--- src/mab_pkg.sv ---
// Shared constants, tables and types for the moving average bank.
`default_nettype none
package mab_pkg;

    localparam int PRICE_W      = 32;
    localparam int FRAC_W       = 16;
    localparam int SUM_W        = 38;
    localparam int PERIOD_W     = 6;
    localparam int SEEN_W       = 7;
    localparam int SEEN_LIMIT   = 64;
    localparam int HIST_LEN     = 60;
    localparam int SMA_COUNT    = 10;
    localparam int EMA_COUNT    = 8;
    localparam int RESULT_COUNT = SMA_COUNT + EMA_COUNT;

    // SMA quotient: (sum + P/2) times a rounded-up reciprocal of the period, then shifted.
    // The dividend stays below 2^38 and the reciprocal error below 2^6, so the quotient
    // is exact. One MUL_BITS slice of the dividend is multiplied per step, top first.
    localparam int MUL_BITS    = 16;
    localparam int MUL_STEPS   = 3;
    localparam int NUM_W       = MUL_BITS * MUL_STEPS;
    localparam int RECIP_SHIFT = 44;
    localparam int RECIP_W     = 43;
    localparam int ACC_W       = SUM_W + RECIP_W;
    localparam int PHASE_W     = $clog2(MUL_STEPS + 1);

    // EMA alpha = 2/(p+1) in Q0.16, rounded
    localparam int ALPHA_W = 15;
    localparam int PROD_W  = ALPHA_W + PRICE_W;

    localparam logic [PROD_W:0] ROUND_UP   = (PROD_W+1)'(32768);
    localparam logic [PROD_W:0] ROUND_DOWN = (PROD_W+1)'(32767);

    localparam logic [SMA_COUNT-1:0][PERIOD_W-1:0] SMA_PERIOD = {
        6'd60, 6'd50, 6'd40, 6'd30, 6'd25, 6'd20, 6'd15, 6'd10, 6'd5, 6'd3
    };

    localparam logic [EMA_COUNT-1:0][PERIOD_W-1:0] EMA_PERIOD = {
        6'd50, 6'd30, 6'd26, 6'd20, 6'd15, 6'd12, 6'd10, 6'd5
    };

    localparam logic [EMA_COUNT-1:0][ALPHA_W-1:0] EMA_ALPHA = {
        15'd2570, 15'd4228, 15'd4855, 15'd6242, 15'd8192, 15'd10082, 15'd11916, 15'd21845
    };

    typedef enum logic {
        KIND_SMA = 1'b0,
        KIND_EMA = 1'b1
    } avg_kind_t;

    typedef struct packed {
        logic                valid;
        avg_kind_t           kind;
        logic [PERIOD_W-1:0] period;
        logic [PRICE_W-1:0]  value;
        logic                full;
        logic                last;
    } slot_t;

    typedef struct packed {
        logic              accept;
        logic              prep;
        logic              step;
        logic              ema_mul;
        logic              ema_add;
        logic              load;
        logic              shift;
        logic              seeded;
        logic [SEEN_W-1:0] seen;
    } cell_ctrl_t;

endpackage
`default_nettype wire

--- src/mab_ema_cell.sv ---
// One exponential moving average cell: multiply, rounded update and result slot.
`default_nettype none
module mab_ema_cell #(
    parameter int IDX = 0
) (
    input  wire logic                          clk,
    input  wire logic                          rst_n,
    input  wire mab_pkg::cell_ctrl_t           ctrl,
    input  wire logic [mab_pkg::PRICE_W-1:0]   price,
    input  wire mab_pkg::slot_t                slot_in,
    output mab_pkg::slot_t                     slot_out
);

    localparam logic [mab_pkg::PERIOD_W-1:0] P     = mab_pkg::EMA_PERIOD[IDX];
    localparam logic [mab_pkg::ALPHA_W-1:0]  ALPHA = mab_pkg::EMA_ALPHA[IDX];
    localparam logic                         LAST  = (IDX == mab_pkg::EMA_COUNT - 1);

    logic [mab_pkg::PRICE_W-1:0] ema_reg, ema_next;
    logic [mab_pkg::PRICE_W-1:0] diff_reg, diff_next;
    logic                        below_reg, below_next;
    logic [mab_pkg::PROD_W-1:0]  prod_reg, prod_next;
    mab_pkg::slot_t              slot_reg, slot_next;

    logic [mab_pkg::PROD_W:0]    rounded;
    logic [mab_pkg::PRICE_W-1:0] adj;
    mab_pkg::slot_t              own;

    // a falling price rounds the step toward the old value
    assign rounded = {1'b0, prod_reg} + (below_reg ? mab_pkg::ROUND_DOWN : mab_pkg::ROUND_UP);
    assign adj     = mab_pkg::PRICE_W'(rounded >> mab_pkg::FRAC_W);

    always_comb
    begin
        own.valid  = 1'b1;
        own.kind   = mab_pkg::KIND_EMA;
        own.period = P;
        own.value  = ema_reg;
        own.full   = 1'b1;
        own.last   = LAST;
    end

    always_comb
    begin
        ema_next   = ema_reg;
        diff_next  = diff_reg;
        below_next = below_reg;
        prod_next  = prod_reg;
        slot_next  = slot_reg;
        if (ctrl.accept)
        begin
            if (!ctrl.seeded)
            begin
                ema_next = price;
            end
            else
            begin
                below_next = (price < ema_reg);
                diff_next  = (price < ema_reg) ? (ema_reg - price) : (price - ema_reg);
            end
        end
        if (ctrl.ema_mul)
        begin
            prod_next = mab_pkg::PROD_W'(ALPHA) * mab_pkg::PROD_W'(diff_reg);
        end
        if (ctrl.ema_add)
        begin
            ema_next = below_reg ? (ema_reg - adj) : (ema_reg + adj);
        end
        if (ctrl.load)
        begin
            slot_next = own;
        end
        else if (ctrl.shift)
        begin
            slot_next = slot_in;
        end
    end

    always_ff @(posedge clk or negedge rst_n)
    begin
        if (!rst_n)
        begin
            ema_reg  <= '0;
            slot_reg <= '0;
        end
        else
        begin
            ema_reg  <= ema_next;
            slot_reg <= slot_next;
        end
    end

    always_ff @(posedge clk)
    begin
        diff_reg  <= diff_next;
        below_reg <= below_next;
        prod_reg  <= prod_next;
    end

    assign slot_out = slot_reg;

endmodule
`default_nettype wire

--- config.mk ---
export PLATFORM = sky130hd
export DESIGN_NAME = mab_ema_cell
export DESIGN_NICKNAME = d
export VERILOG_FILES = /design/src/mab_pkg.sv /design/src/mab_ema_cell.sv
export SDC_FILE = /design/constraint.sdc
export NUM_CORES = 1
export LEC_CHECK = 0
export ABC_AREA = 1
export CAP_MARGIN = 25
export CORE_ASPECT_RATIO = 1.1
export CORE_MARGIN = 8
export CORE_UTILIZATION = 55
export CTS_CLUSTER_DIAMETER = 150
export DETAILED_ROUTE_END_ITERATION = 6
export DONT_BUFFER_PORTS = 1
export GPL_ROUTABILITY_DRIVEN = 0
export PLACE_DENSITY = 0.75
export SYNTH_ARGS = -nofsm -noshare
export SYNTH_HDL_FRONTEND = slang
export SYNTH_SLANG_ARGS = --single-unit
--- constraint.sdc ---
create_clock -name clk -period 7.3 [get_ports clk]
set_input_delay 0.73 -clock clk [delete_from_list [all_inputs] [get_ports clk]]
set_output_delay 0.73 -clock clk [all_outputs]
set_load 0.02 [all_outputs]
==> flow_metrics.tcl <==
set metrics [dict create \
    synth.ff_latch_count 154 \
    worst-path-buf-inv 7 \
    finalCriticalPeriod_ns 5.94 \
    initialDrtViolationCount 1895 \
    largest_reg_flops 47 \
    rsz0062_at_grt "no" \
    setup-tns-final_ns 0 \
    vias 20500 \
    fin_util 0.587 \
    grt_max_degree 75 \
    diodes 0 \
    grt.total_usage 0.284 \
    ys_types 53 \
    grt_pass1_vias 20900 \
    synthAdderAreaFrac 0.313 \
    area_delta_synth_final_pct 5.32 \
    drv_slew 0 \
    crit_required_ns 7.49 \
    post_layout_nonfiller_instances 3529 \
    start_util 0.557 \
    layout.nets 3554 \
    cts_sinks 154 \
    drv_cap 0 \
    hpwlAfterDp_um 57300 \
    hold_viol 0 \
    dp_cells 3495 \
    clock_path_buffers 2 \
    h-tree-depth 4 \
    cp-start-kind "flip-flop" \
    io_buffers 0 \
    synth.avg_cell_area_sq_um 7.44 \
    cp.arrival_ns 6.14 \
    cts_tree "done" \
    post-route-period-util 0.814 \
    drive_above_1_share 0.0318 \
    skew_ns 0.0129 \
    pre_cts_ws_ns 1.41 \
    synthesis.area_sq_um 22400 \
    clk_latency_ns 0.46 \
    path_cells "ha_1 -> inv_1 -> fa_1 -> inv_1 -> fa_1 -> inv_1 -> fa_1 -> inv_1 -> fa_1 -> inv_1 -> fa_1 -> inv_1 -> ha_1 -> nand2_1 -> nor2_1 -> inv_1 -> nor4_1 -> nand3_1 -> nand3_1 -> a31oi_1 -> xor2_1" \
    firstDrtPassIters 6 \
    die_w_um 209 \
    wl_per_cell_um 19.1 \
    synth_fp_nets 3567 \
    grt_pass1_wl_um 108000 \
    synth_top_family_by_area "adder cells" \
    cts_root_buffer "clkbuf_16" \
    cp_max_fo 5 \
    top_level_ports 133 \
    synthXorXnorAreaFrac 0.0498 \
    status "completed" \
    ys_seq_area_frac 0.190 \
    worst_pin_slew_ns 0.862 \
    slew_headroom 0.425 \
    dieArea_sq_um 47500 \
    gr-total-overflow 0 \
    drtAntennaViolNets 0 \
    routed_wirelength_um 67300 \
    min_path_type "input port to async pin" \
    finalWorstSetupSlack_ns 1.36 \
    crit_slowest_cell "fa_1" \
    synth_compound_area_frac 0.140 \
    synth_cells 3016 \
    cts_buffers 17 \
    yosysWarnings 0 \
    path_class "flip-flop to flip-flop" \
    drc 0 \
    critPathTopFamily "adder cells" \
    max_freq_mhz 168 \
    crit_top_cell "inv_1" \
    critical_path.max_stage_delay_ns 0.56 \
    grt_antenna_before_repair 2 \
    synthMuxAreaShare 0.00268 \
    post_cts_buffers 0 \
    via_per_inst 5.81 \
    row_count 77 \
    core_area_sq_um 40300 \
    synthSimpleGateAreaFrac 0.179 \
    finalSetupViolCount 0 \
    die_height_um 228 \
    clk_pin_slew_ns 0.07 \
    end_kind "flip-flop" \
]
[cell type report]
type	count	area, sq um
clock buffers	23	515
clock inverters	9	95.1
fillers	3619	16600
inverters	713	2680
multi-input cells	2113	15400
flip-flops and latches	154	4250
well taps	513	642
repair buffers	4	90.1
[synthesized netlist by cell type (all sizes together)]
library cell | count | area (sq um)
inv | 712 | 2670
nand2 | 533 | 2040
ha | 291 | 3640
nor2 | 250 | 1010
a21oi | 240 | 1200
o21ai | 198 | 1020
fa | 169 | 3380
nand3 | 104 | 546
xor2 | 91 | 797
edfxtp | 80 | 2400
dfrtp | 74 | 1850
xnor2 | 35 | 322
o22ai | 32 | 200
nand4 | 26 | 163
nor3 | 26 | 145
clkbuf | 25 | 93.8
a31oi | 19 | 119
o211ai | 16 | 120
o221ai | 12 | 105
buf | 11 | 53.8
a21boi | 9 | 71.3
o21a | 9 | 67.6
o31ai | 8 | 60.1
o21bai | 7 | 52.6
mux2i | 6 | 60.1
a21o | 5 | 37.5
nor4 | 5 | 31.3
nand3b | 4 | 30.0
a211oi | 3 | 22.5
a221oi | 3 | 26.3
or2 | 3 | 21.3
and2 | 2 | 12.5
and3 | 2 | 12.5
o2111ai | 2 | 17.5
o221a | 2 | 22.5
clkinv | 1 | 3.75
o311ai | 1 | 8.76
[cells by family (layout without fill, tap and decap cells)]
| kind of cell | Yosys count | in the layout |
|---|---|---|
| adders and majority gates | 460 | 460 |
| DFF | 154 | 154 |
| xor gates and xnor gates | 126 | 126 |
| buffers and inverters | 749 | 749 |
| AOI/OAI and AO/OA | 566 | 566 |
| and+or+nand+nor | 955 | 955 |
| muxes | 6 | 6 |
[layout by cell type (no fill, tap or decap), types with 9 or more instances in the layout]
master     count
xnor2_1       33
o211ai_1      16
xor2_1        91
o21a_1         9
dfrtp_1       74
a21oi_1      240
nand2_1      522
nand2_2        9
nor2_2        16
inv_2         10
ha_1         291
edfxtp_1      80
o21ai_1       10
o22ai_1       32
a31oi_1       19
inv_1        702
nor3_1        23
nand4_1       26
o21ai_0      182
clkbuf_16     20
fa_1         169
nand3_1       99
nor2_1       230
o221ai_1      12
[per-stage QoR]
step           instance area (sq um)  hold slack [ns]
2_1_floorplan                  22400            0.434
3_3_place_gp                   22900            0.437
3_5_place_dp                   23000            0.437
4_1_cts                        23600            0.154
5_1_grt                        23600            0.171
6_report                       23600            0.158
[layer usage]
metal  track usage  wire length [um]
met5             0                13
met3        0.0724              6210
met2         0.475             31500
met4         0.138              3490
met1         0.337             26200
[path summary, 6_finish.rpt]
check                                              from                  endpoint  slack, ns  cells past startpoint
worst min-delay path                              rst_n  slot_out[17]$_DFFE_PN0P_       0.16                      1
max in group asynchronous                         rst_n   ema_reg[20]$_DFFE_PN0P_       6.83                      1
min in group clk                                ctrl[8]  slot_out[32]$_DFFE_PN0P_       0.36                      1
worst min register to register  ema_reg[31]$_DFFE_PN0P_   ema_reg[31]$_DFFE_PN0P_       0.59                      2
worst max register to register   diff_reg[16]$_DFFE_PP_    prod_reg[45]$_DFFE_PP_       1.36                     21
worst max-delay path             diff_reg[16]$_DFFE_PP_    prod_reg[45]$_DFFE_PP_       1.36                     21
[what timing repair did]
action | in CTS | in global routing
endpoints found under the hold margin | 74 | 0
hold buffers | 1 | 0
resized for setup | 0 | 0
Power is left out: the tool's default activity adds up to more than one toggle a clock period on the data nets, which glitch-free logic cannot reach.
