## src/mab_pkg.sv

```systemverilog
// Shared constants, tables and types for the moving average bank.
`default_nettype none
package mab_pkg;

    localparam int PRICE_W      = 32;
    localparam int FRAC_W       = 16;
    localparam int SUM_W        = 38;
    localparam int PERIOD_W     = 6;
    localparam int SEEN_W       = 7;
    localparam int SEEN_LIMIT   = 64;
    localparam int HIST_LEN     = 60;
    localparam int SMA_COUNT    = 10;
    localparam int EMA_COUNT    = 8;
    localparam int RESULT_COUNT = SMA_COUNT + EMA_COUNT;

    // SMA quotient: (sum + P/2) times a rounded-up reciprocal of the period, then shifted.
    // The dividend stays below 2^38 and the reciprocal error below 2^6, so the quotient
    // is exact. One MUL_BITS slice of the dividend is multiplied per step, top first.
    localparam int MUL_BITS    = 16;
    localparam int MUL_STEPS   = 3;
    localparam int NUM_W       = MUL_BITS * MUL_STEPS;
    localparam int RECIP_SHIFT = 44;
    localparam int RECIP_W     = 43;
    localparam int ACC_W       = SUM_W + RECIP_W;
    localparam int PHASE_W     = $clog2(MUL_STEPS + 1);

    // EMA alpha = 2/(p+1) in Q0.16, rounded
    localparam int ALPHA_W = 15;
    localparam int PROD_W  = ALPHA_W + PRICE_W;

    localparam logic [PROD_W:0] ROUND_UP   = (PROD_W+1)'(32768);
    localparam logic [PROD_W:0] ROUND_DOWN = (PROD_W+1)'(32767);

    localparam logic [SMA_COUNT-1:0][PERIOD_W-1:0] SMA_PERIOD = {
        6'd60, 6'd50, 6'd40, 6'd30, 6'd25, 6'd20, 6'd15, 6'd10, 6'd5, 6'd3
    };

    localparam logic [EMA_COUNT-1:0][PERIOD_W-1:0] EMA_PERIOD = {
        6'd50, 6'd30, 6'd26, 6'd20, 6'd15, 6'd12, 6'd10, 6'd5
    };

    localparam logic [EMA_COUNT-1:0][ALPHA_W-1:0] EMA_ALPHA = {
        15'd2570, 15'd4228, 15'd4855, 15'd6242, 15'd8192, 15'd10082, 15'd11916, 15'd21845
    };

    typedef enum logic {
        KIND_SMA = 1'b0,
        KIND_EMA = 1'b1
    } avg_kind_t;

    typedef struct packed {
        logic                valid;
        avg_kind_t           kind;
        logic [PERIOD_W-1:0] period;
        logic [PRICE_W-1:0]  value;
        logic                full;
        logic                last;
    } slot_t;

    typedef struct packed {
        logic              accept;
        logic              prep;
        logic              step;
        logic              ema_mul;
        logic              ema_add;
        logic              load;
        logic              shift;
        logic              seeded;
        logic [SEEN_W-1:0] seen;
    } cell_ctrl_t;

endpackage
`default_nettype wire

```

## src/mab_sma_cell.sv

```systemverilog
// One simple moving average cell: window sum, reciprocal divider and result slot.
`default_nettype none
module mab_sma_cell #(
    parameter int SLOT = 0
) (
    input  wire logic                          clk,
    input  wire logic                          rst_n,
    input  wire mab_pkg::cell_ctrl_t           ctrl,
    input  wire logic [mab_pkg::PRICE_W-1:0]   price,
    input  wire logic [mab_pkg::PRICE_W-1:0]   tap,
    input  wire mab_pkg::slot_t                slot_in,
    output mab_pkg::slot_t                     slot_out
);

    localparam logic [mab_pkg::PERIOD_W-1:0] P = mab_pkg::SMA_PERIOD[SLOT];
    // ceil(2^RECIP_SHIFT / P)
    localparam logic [mab_pkg::RECIP_W-1:0]  RECIP = mab_pkg::RECIP_W'(
        ((64'd1 << mab_pkg::RECIP_SHIFT) + 64'(P) - 64'd1) / 64'(P));

    logic [mab_pkg::SUM_W-1:0] sum_reg, sum_next;
    logic [mab_pkg::NUM_W-1:0] num_reg, num_next;
    logic [mab_pkg::ACC_W-1:0] acc_reg, acc_next;
    mab_pkg::slot_t            slot_reg, slot_next;

    logic [mab_pkg::MUL_BITS+mab_pkg::RECIP_W-1:0] part;
    logic                      full;
    mab_pkg::slot_t            own;

    // top slice of the dividend times the reciprocal; accumulated most significant first
    assign part = num_reg[mab_pkg::NUM_W-1 -: mab_pkg::MUL_BITS] * RECIP;

    assign full = (ctrl.seen >= mab_pkg::SEEN_W'(P));

    always_comb
    begin
        own.valid  = 1'b1;
        own.kind   = mab_pkg::KIND_SMA;
        own.period = P;
        own.value  = full ? acc_reg[mab_pkg::RECIP_SHIFT +: mab_pkg::PRICE_W] : '0;
        own.full   = full;
        own.last   = 1'b0;
    end

    always_comb
    begin
        sum_next  = sum_reg;
        num_next  = num_reg;
        acc_next  = acc_reg;
        slot_next = slot_reg;
        // tap is the price that arrived P beats ago, zero until the window fills
        if (ctrl.accept)
        begin
            sum_next = sum_reg + mab_pkg::SUM_W'(price) - mab_pkg::SUM_W'(tap);
        end
        if (ctrl.prep)
        begin
            num_next = mab_pkg::NUM_W'(sum_reg) + mab_pkg::NUM_W'(P >> 1);
            acc_next = '0;
        end
        else if (ctrl.step)
        begin
            num_next = num_reg << mab_pkg::MUL_BITS;
            acc_next = (acc_reg << mab_pkg::MUL_BITS) + mab_pkg::ACC_W'(part);
        end
        if (ctrl.load)
        begin
            slot_next = own;
        end
        else if (ctrl.shift)
        begin
            slot_next = slot_in;
        end
    end

    always_ff @(posedge clk or negedge rst_n)
    begin
        if (!rst_n)
        begin
            sum_reg  <= '0;
            slot_reg <= '0;
        end
        else
        begin
            sum_reg  <= sum_next;
            slot_reg <= slot_next;
        end
    end

    always_ff @(posedge clk)
    begin
        num_reg <= num_next;
        acc_reg <= acc_next;
    end

    assign slot_out = slot_reg;

endmodule
`default_nettype wire

```

## config.mk

```make
export PLATFORM = sky130hd
export DESIGN_NAME = mab_sma_cell
export DESIGN_NICKNAME = d
export VERILOG_FILES = /design/src/mab_pkg.sv /design/src/mab_sma_cell.sv
export SDC_FILE = /design/constraint.sdc
export NUM_CORES = 1
export LEC_CHECK = 0
export ABC_AREA = 1
export BUFFER_PORTS_ARGS = -buffer_cell sky130_fd_sc_hd__buf_2
export CAP_MARGIN = 5
export CORE_MARGIN = 8
export CORE_UTILIZATION = 30
export DETAILED_ROUTE_END_ITERATION = 10
export HOLD_SLACK_MARGIN = 0.02
export PLACE_DENSITY = 0.45
export SLEW_MARGIN = 25
export SYNTH_ARGS = -nofsm -noshare
export SYNTH_HDL_FRONTEND = slang
export SYNTH_SLANG_ARGS = --single-unit
```

## constraint.sdc

```tcl
create_clock -name clk -period 7.5 [get_ports clk]
set_input_delay 1.5 -clock clk [delete_from_list [all_inputs] [get_ports clk]]
set_output_delay 1.5 -clock clk [all_outputs]
set_load 0.02 [all_outputs]
```

==> summary.md, run 1 <==
| Metric | Value |
|---|---|
| Status | `complete, no violations` |
| Most frequent cells in the layout | `971 x nand2_1, 668 x inv_1, 256 x nor2_1` |
| Max reg flops | `75` |
| Clock Sinks | `203` |
| Detailed-router iteration count before antenna repair | `5` |
| Area contributors post-synth | `nand2_1 17%, ha_1 12%, inv_1 11%` |
| Global-route wire length before repair | `118.3 mm` |
| Fin crit period | `7.161 ns` |
| Overflow after GRT | `0` |
| CP required | `7.95 ns` |
| Slew HR | `0.2906` |
| Worst-margin pin slew | `1.060 ns` |
| Area grow syn2layout | `18.21%` |
| Final WL | `74.74 mm` |
| Mapped Area | `0.02211 sq mm` |
| Hpwl dp | `62.30 mm` |
| Overall Global Routing Usage | `0.1792` |
| IO Pins | `165` |
| CTS H-Tree Depth | `1` |
| RSZ-0062 raised after global routing | `true` |
| Number of flops mapped to enable cells by yosys | `48` |
| Root buf cell | `clkbuf_16` |
| Die width | `287.5 microns` |
| Area of the multi-input gates | `0.01482 sq mm` |
| Share of cells above drive strength 1 | `0.1268` |
| Fin. Hold Viols | `0` |
| Num CTS Buffers | `26` |
| Initial Util | `0.3031` |
| Crit. End Element | `flop` |
| Final setup vio count | `0` |
| Core area | `0.07296 sq mm` |
| Diode count | `0` |
| Via count | `20930` |
| Initial antenna violation count | `0` |
| Buffers on Ports | `161` |
| Die area | `0.08265 sq mm` |
| CTS tree | `yes` |
| DRC Markers | `0` |
| Syn Inst Count | `3336` |
| Yosys reg bits | `203` |
| Wire per inst | `16.35 microns` |
| Leading area contributor after synthesis | `nand2_1` |
| Startpoint Class | `flop` |
| DR iter-0 viols | `1179` |
| Critical path class | `reg2reg` |
| Clock-pin slew on the worst setup and hold paths | `0.06 ns` |
| Crit share post-route | `0.9548` |
| # fillers | `8123` |
| Slowest cell on crit path | `fa_1` |
| Dominant synthesized flop cell | `dfrtp_1` |
| Sequential share of the synthesized area | `0.2236` |
| CTS Buffer Depth | `3` |
| Final Net Count | `4041` |
| Synth cell types | `50` |
| Hold_ws | `0.4514 ns` |
| Post-synth top area share | `0.1687` |
| Final RePlAce weighted congestion | `0.9026` |
| Hold Crit Class | `reg2reg` |
| Die H | `287.5 microns` |
| Critical path fanouts, max | `4` |
| Vias per inst | `4.579` |
| Post-Syn Area per Cell | `6.628 sq um` |
| Largest net degree at the start of global routing | `63` |
| Max-cap violations | `0` |
| Max-slew violations | `0` |
| Clk_skew | `0.02776 ns` |
| CP max stage delay | `0.57 ns` |
| Fmax | `0.1396 GHz` |
| Register area | `0.004945 sq mm` |
| Vias in the first global route | `21300` |
| Syn nets | `3784` |
| Num rows | `99` |
| Clk_lat worst skew | `0.57 ns` |
| YS warnings | `0` |
| Post-DRT Antenna Nets | `0` |
| Most common cell after layout, fill and taps aside | `nand2_1` |
| Worst Path Arrival | `7.62 ns` |
| Most used cell, CP | `inv_1` |
| Asr flop ratio synth | `0.3941` |
[worst max-delay path: cells and delay by family, from the launching register on]
family | cells | cell delay (ns)
AO/OA/AOI/OAI | 5 | 0.83
XOR/XNOR | 2 | 0.28
adder cells (fa/ha/maj) | 8 | 3.61
buffers and inverters | 13 | 1.19
flip-flops | 1 | 0.45
AND/OR/NAND/NOR | 7 | 0.69
[layer usage]
metal / GRT usage / vias to the layer above / routed length, microns
met3: 0.01884 / 61 / 2681
li1: - / 10890 / -
met4: 0.03094 / 0 / 1050
met1: 0.2507 / 9653 / 36650
met5: 0 / - / 0
met2: 0.3000 / 326 / 34360
[path summary, 6_finish.rpt]
check / from / end / slack [ns] / cells after the start
min in group asynchronous: rst_n / slot_out[40]$_DFFE_PN0P_ / 0.86 / 1
hold reg to reg: acc_reg[65]$_SDFFE_PP0P_ / slot_out[23]$_DFFE_PN0P_ / 0.45 / 2
setup reg to reg: num_reg[33]$_DFFE_PP_ / acc_reg[41]$_SDFFE_PP0P_ / 0.34 / 35
setup / recovery: num_reg[33]$_DFFE_PP_ / acc_reg[41]$_SDFFE_PP0P_ / 0.34 / 35
max in group asynchronous: rst_n / sum_reg[2]$_DFFE_PN0P_ / 5.52 / 2
hold / removal: acc_reg[65]$_SDFFE_PP0P_ / slot_out[23]$_DFFE_PN0P_ / 0.45 / 2
[cell families after synthesis]
group,share of synthesized area
AOI/OAI and AO/OA,0.1016
DFF,0.2236
buffers and inverters,0.1249
and+or+nand+nor,0.2916
adders and majority gates,0.2226
xor gates and xnor gates,0.03565
[synthesized netlist by cell type (3+ instances only)]
cell	number
fa_1	114
a21boi_1	3
nor2_4	4
a31oi_1	17
o21a_1	6
inv_1	672
edfxtp_1	48
nand3b_1	12
xor2_1	76
buf_1	6
clkbuf_1	44
nand4_1	28
ha_1	211
buf_2	6
nand3_2	3
xnor2_1	14
a21oi_1	179
nand3_1	160
nand2_1	994
nor2_1	283
o21ai_1	5
nand2_4	3
dfxtp_1	75
o31ai_1	4
nor4_1	7
o21bai_1	13
nor3_1	46
a21o_1	7
and2_1	6
dfrtp_1	80
or2_2	8
o21ai_0	175
[layout make-up]
class / count / area share
multi-input cells: 2401 / 0.5669
flip-flops and latches: 203 / 0.1892
inverters: 674 / 0.09683
repair buffers: 287 / 0.06873
well taps: 959 / 0.04590
clock buffers: 38 / 0.02896
clock inverters: 10 / 0.003542
[timing repair]
action | CTS | global route
resized for setup | 0 | 114
setup buffers | 0 | 7
setup endpoints to repair | 0 | 47
hold buffers | 0 | 0
[stage by stage]
| step | worst slack, ns | instances | utilization | cell area [sq um] | setup TNS (ns) |
|---|---|---|---|---|---|
| 2_1_floorplan | 0.9563 | 3336 | - | 22110 | 0 |
| 3_3_place_gp | 0.09426 | 4516 | 0.3399 | 24800 | 0 |
| 3_5_place_dp | 0.1083 | 4516 | 0.3399 | 24800 | 0 |
| 4_1_cts | 0.09176 | 4564 | 0.3515 | 25650 | 0 |
| 5_1_grt | -0.03273 | 4572 | 0.3583 | 26140 | -0.1917 |
| 6_report | 0.3388 | 4572 | 0.3583 | 26140 | 0 |
Power of run 1 is left out: the tool's default activity adds up to more than one toggle a clock period on the data nets, which glitch-free logic cannot reach.
==> run 2, diff against run 1 <==
CORE_ASPECT_RATIO = 1.1   (was default)
==> run 2 against run 1 <==
Compared with the run above:
- clock skew shrank 0.0075 ns
- hold slack better by 0.0019 ns
- sequential share of layout area up 0.10 points
- flip-flop and latch count did not move
- via count fell by 0.43%
- highest routed layer unchanged
- cell count decreased by 0.70%
- design area shrank 0.53%
- register-to-register slack better by 0.097 ns
==> summary.md, run 2 (synthesized netlist as in run 1, its figures left out) <==
| Metric | Value |
|---|---|
| Overall Global Routing Usage | `0.1797` |
| Crit. End Element | `flop` |
| Global-route wire length before repair | `117.7 mm` |
| Startpoint Class | `flop` |
| Initial antenna violation count | `0` |
| CTS Buffer Depth | `3` |
| Post-DRT Antenna Nets | `0` |
| Clk_lat worst skew | `0.57 ns` |
| Status | `complete, no violations` |
| CP required | `7.95 ns` |
| Initial Util | `0.3024` |
| Root buf cell | `clkbuf_16` |
| DRC Markers | `0` |
| Worst-margin pin slew | `0.9494 ns` |
| FF-to-FF path depth | `33` |
| Area of the multi-input gates | `0.01484 sq mm` |
| Vias in the first global route | `20980` |
| WHS Path Cells | `2` |
| Critical path fanouts, max | `7` |
| Max-slew violations | `0` |
| Wire per inst | `16.50 microns` |
| Largest net degree at the start of global routing | `62` |
| RSZ-0062 raised after global routing | `false` |
| CP max stage delay | `0.55 ns` |
| Most used cell, CP | `inv_1` |
| Slowest cell on crit path | `fa_1` |
| # fillers | `8232` |
| Register area | `0.004945 sq mm` |
| DR iter-0 viols | `1153` |
| IO Pins | `165` |
| Die H | `300.7 microns` |
| Clk_skew | `0.02023 ns` |
| Fin crit period | `7.064 ns` |
| Max-cap violations | `0` |
| Num rows | `104` |
| Fin Setup TNS | `0 ns` |
| Critical path class | `reg2reg` |
| Most common cell after layout, fill and taps aside | `nand2_1` |
| Clock-pin slew on the worst setup and hold paths | `0.06 ns` |
| Worst Path Arrival | `7.52 ns` |
| Final RePlAce weighted congestion | `0.8955` |
| Fin. Hold Viols | `0` |
| Detailed-router iteration count before antenna repair | `5` |
| Die area | `0.08266 sq mm` |
| Area grow syn2layout | `17.59%` |
| Final setup vio count | `0` |
| Core area | `0.07313 sq mm` |
| Hpwl dp | `62.25 mm` |
| CTS H-Tree Depth | `1` |
| Buffers on Ports | `161` |
| Crit share post-route | `0.9419` |
| Most frequent cells in the layout | `980 x nand2_1, 671 x inv_1, 253 x nor2_1` |
| Via count | `20840` |
| Vias per inst | `4.591` |
| Overflow after GRT | `0` |
| Hold Crit Class | `reg2reg` |
| CTS tree | `yes` |
| Fmax | `0.1416 GHz` |
| Final Net Count | `4011` |
| Share of cells above drive strength 1 | `0.1166` |
| Clock Sinks | `203` |
| Final WL | `74.90 mm` |
| Max reg flops | `75` |
| Num CTS Buffers | `28` |
| # hold bufs at CTS | `0` |
| Die width | `274.9 microns` |
| Slew HR | `0.3664` |
## run 2: changes by cell type in the layout (fill, tap and decap cells not counted), moves of 5 or more
cell / change
nor2_2: +5
nand2_2: -8
ha_4: +7
buf_4: -31
ha_1: -5
nand2_1: +9
## run 2: path summary, 6_finish.rpt
kind | from | to | slack, ns
max in group asynchronous | rst_n | sum_reg[4]$_DFFE_PN0P_ | 5.47
setup reg to reg | num_reg[33]$_DFFE_PP_ | acc_reg[36]$_SDFFE_PP0P_ | 0.44
hold reg to reg | acc_reg[67]$_SDFFE_PP0P_ | slot_out[25]$_DFFE_PN0P_ | 0.45
hold / removal | acc_reg[67]$_SDFFE_PP0P_ | slot_out[25]$_DFFE_PN0P_ | 0.45
setup / recovery | num_reg[33]$_DFFE_PP_ | acc_reg[36]$_SDFFE_PP0P_ | 0.44
min in group asynchronous | rst_n | slot_out[19]$_DFFE_PN0P_ | 0.84
## run 2: final cells by class
type / instances / share of cell area
antenna: 1 / 0.00009624
clock buffer: 44 / 0.03205
clock inverter: 8 / 0.004667
inverter: 674 / 0.09734
multi-input combinational: 2401 / 0.5708
sequential: 203 / 0.1902
tap: 954 / 0.04590
timing repair buffer: 255 / 0.05899
## run 2: per-stage QoR
stage | area, sq um | utilization | std cells | hold slack, ns | setup WS, ns
after CTS | 25530 | 0.3491 | 4534 | 0.4598 | 0.09212
after detailed placement | 24570 | 0.3360 | 4482 | 0.4555 | 0.1349
after global routing | 26000 | 0.3555 | 4539 | 0.4792 | 0.01980
after global placement | 24570 | 0.3360 | 4482 | 0.4523 | 0.1280
final | 26000 | 0.3556 | 4540 | 0.4533 | 0.4358
after floorplan | 22110 | - | 3336 | 0.4309 | 0.9563
## run 2: repair_timing
action	in CTS	in global routing
buffers inserted	0	5
endpoints found under the setup margin	0	46
gates resized for setup	0	107
## run 2: per-layer routing
| layer | GRT usage | vias to the layer above | share of wire |
|---|---|---|---|
| met5 | 0 | - | 0 |
| met4 | 0.03393 | 0 | 0.017 |
| met3 | 0.01795 | 68 | 0.035 |
| met2 | 0.3057 | 381 | 0.47 |
| met1 | 0.2467 | 9559 | 0.48 |
| li1 | - | 10840 | - |
## run 2: critical path, delay by kind of cell (launching register included)
family | cells | cell delay (ns)
flip-flops | 1 | 0.45
XOR/XNOR | 2 | 0.30
adder cells (fa/ha/maj) | 8 | 3.54
AO/OA/AOI/OAI | 4 | 0.75
AND/OR/NAND/NOR | 7 | 0.74
buffers and inverters | 12 | 1.16
Power of run 2 is left out for the same reason.
==> run 3, diff against run 2 <==
--- a/config.mk
+++ b/config.mk
@@ -12,4 +12,5 @@
 export CORE_MARGIN = 8
 export CORE_UTILIZATION = 30
+export CTS_CLUSTER_DIAMETER = 80
 export DETAILED_ROUTE_END_ITERATION = 10
 export HOLD_SLACK_MARGIN = 0.02
@@ -19,2 +20,3 @@
 export SYNTH_HDL_FRONTEND = slang
 export SYNTH_SLANG_ARGS = --single-unit
+export TNS_END_PERCENT = 10
==> constraint.sdc (replaced) <==
create_clock -name clk -period 7.5 [get_ports clk]
set_input_delay 1.125 -clock clk [delete_from_list [all_inputs] [get_ports clk]]
set_output_delay 1.125 -clock clk [all_outputs]
set_load 0.02 [all_outputs]
==> run 3 against run 2 <==
Compared with the run above:
- non-clock buffer count is the same
- register-to-register slack lost 0.05 ns
- maximum frequency is 0.67% lower
- critical path depth fell by 3
- critical endpoint is now acc_reg[67]$_SDFFE_PP0P_
- clock skew is 0.0041 ns lower
- die area did not move
- flip-flop and latch count stayed put
==> summary.md, run 3 (synthesized netlist as in run 1, its figures left out) <==
| Metric | Value |
|---|---|
| Die area | `0.08266 sq mm` |
| Overflow after GRT | `0` |
| Initial antenna violation count | `1` |
| Worst Path Arrival | `7.59 ns` |
| FF-to-FF path depth | `30` |
| Worst path bufs/invs | `8` |
| Hold Crit Class | `in2async` |
| R2r startpoint | `num_reg[33]$_DFFE_PP_` |
| Num CTS Buffers | `29` |
| Reg-to-Reg End | `acc_reg[67]$_SDFFE_PP0P_` |
| Max-slew violations | `0` |
| Final Net Count | `4012` |
| Via count | `20840` |
| Clock-pin slew on the worst setup and hold paths | `0.06 ns` |
| Clk_skew | `0.01609 ns` |
| Largest delay contributor family on the critical path | `adder cells` |
| Detailed-router iteration count before antenna repair | `5` |
| R2R setup slack | `0.39 ns` |
| Final RePlAce weighted congestion | `0.8992` |
| Fin crit period | `7.112 ns` |
| Die width | `274.9 microns` |
| Startpoint Class | `flop` |
| Largest net degree at the start of global routing | `62` |
| Slowest cell on crit path | `fa_1` |
| Wire per inst | `16.37 microns` |
| Root buf cell | `clkbuf_16` |
| CTS Buffer Depth | `3` |
| Post-DRT Antenna Nets | `0` |
| Critical path class | `reg2reg` |
| Final setup vio count | `0` |
| DRC Markers | `0` |
| Buffers on Ports | `161` |
| Overall Global Routing Usage | `0.1782` |
| Die H | `300.7 microns` |
| Final WL | `74.34 mm` |
| DR iter-0 viols | `1156` |
| Clk_lat worst skew | `0.58 ns` |
| Status | `complete, no violations` |
| CTS tree | `yes` |
| Max reg flops | `75` |
| IO Pins | `165` |
| Worst-margin pin slew | `1.012 ns` |
| Num rows | `104` |
| Crit share post-route | `0.9483` |
| Hpwl dp | `62.02 mm` |
| Crit. End Element | `flop` |
| Share of cells above drive strength 1 | `0.1190` |
| Pre-CTS WS | `0.1538 ns` |
| Hold_ws | `0.4533 ns` |
| Slew HR | `0.3246` |
| Core area | `0.07313 sq mm` |
| Initial Util | `0.3024` |
| Most frequent cells in the layout | `980 x nand2_1, 671 x inv_1, 248 x nor2_1` |
| Fin. Hold Viols | `0` |
| Critical path fanouts, max | `10` |
| Vias in the first global route | `20880` |
| Fmax | `0.1406 GHz` |
| Diode count | `0` |
| Area grow syn2layout | `17.76%` |
| # hold bufs at CTS | `0` |
| Max-cap violations | `0` |
| Vias per inst | `4.588` |
| # fillers | `8280` |
| Clock Sinks | `203` |
| RSZ-0062 raised after global routing | `true` |
| CP required | `7.97 ns` |
| Worst setup margin | `0.3881 ns` |
| CTS H-Tree Depth | `1` |
| CP max stage delay | `0.51 ns` |
| Finished Core Util | `0.3561` |
| Global-route wire length before repair | `116.7 mm` |
| Most common cell after layout, fill and taps aside | `nand2_1` |
| Most used cell, CP | `inv_1` |
==> run 3: cell type report <==
class / count / area [sq um] / area share
Tap cell: 954 / 1194 / 0.04584
Multi-Input combinational cell: 2401 / 14810 / 0.5688
Clock inverter: 16 / 219.0 / 0.008409
Inverter: 674 / 2531 / 0.09721
Clock buffer: 38 / 799.5 / 0.03070
Timing Repair Buffer: 255 / 1539 / 0.05910
Sequential cell: 203 / 4945 / 0.1899
==> run 3: per-layer routing <==
layer	part of all wire	track usage
met1	0.48	0.2419
met2	0.47	0.3025
met3	0.036	0.01961
met4	0.022	0.03973
met5	0.00016	0
==> run 3: worst max-delay path by stage <==
stage	from	to	slack, ns	cells past startpoint
floorplan	num_reg[35]$_DFFE_PP_	acc_reg[68]$_SDFFE_PP0P_	0.96	32
global placement	num_reg[33]$_DFFE_PP_	acc_reg[36]$_SDFFE_PP0P_	0.15	28
detailed placement	num_reg[33]$_DFFE_PP_	acc_reg[68]$_SDFFE_PP0P_	0.15	29
CTS	num_reg[33]$_DFFE_PP_	acc_reg[36]$_SDFFE_PP0P_	0.11	28
global route	num_reg[33]$_DFFE_PP_	acc_reg[36]$_SDFFE_PP0P_	-0.04	32
finish	num_reg[33]$_DFFE_PP_	acc_reg[67]$_SDFFE_PP0P_	0.39	30
==> run 3: timing repair <==
item,4_1_cts,5_1_grt
resized for setup,0,111
buffers inserted,0,6
endpoints found under the setup margin,0,47
==> run 3: metrics by stage <==
stage	instances	setup TNS [ns]	area, sq um
finish	4541	0	26040
global route	4541	-0.2050	26040
CTS	4535	0	25580
detailed placement	4481	0	24560
global placement	4481	0	24560
floorplan	3336	0	22110
Power of run 3 is left out for the same reason.
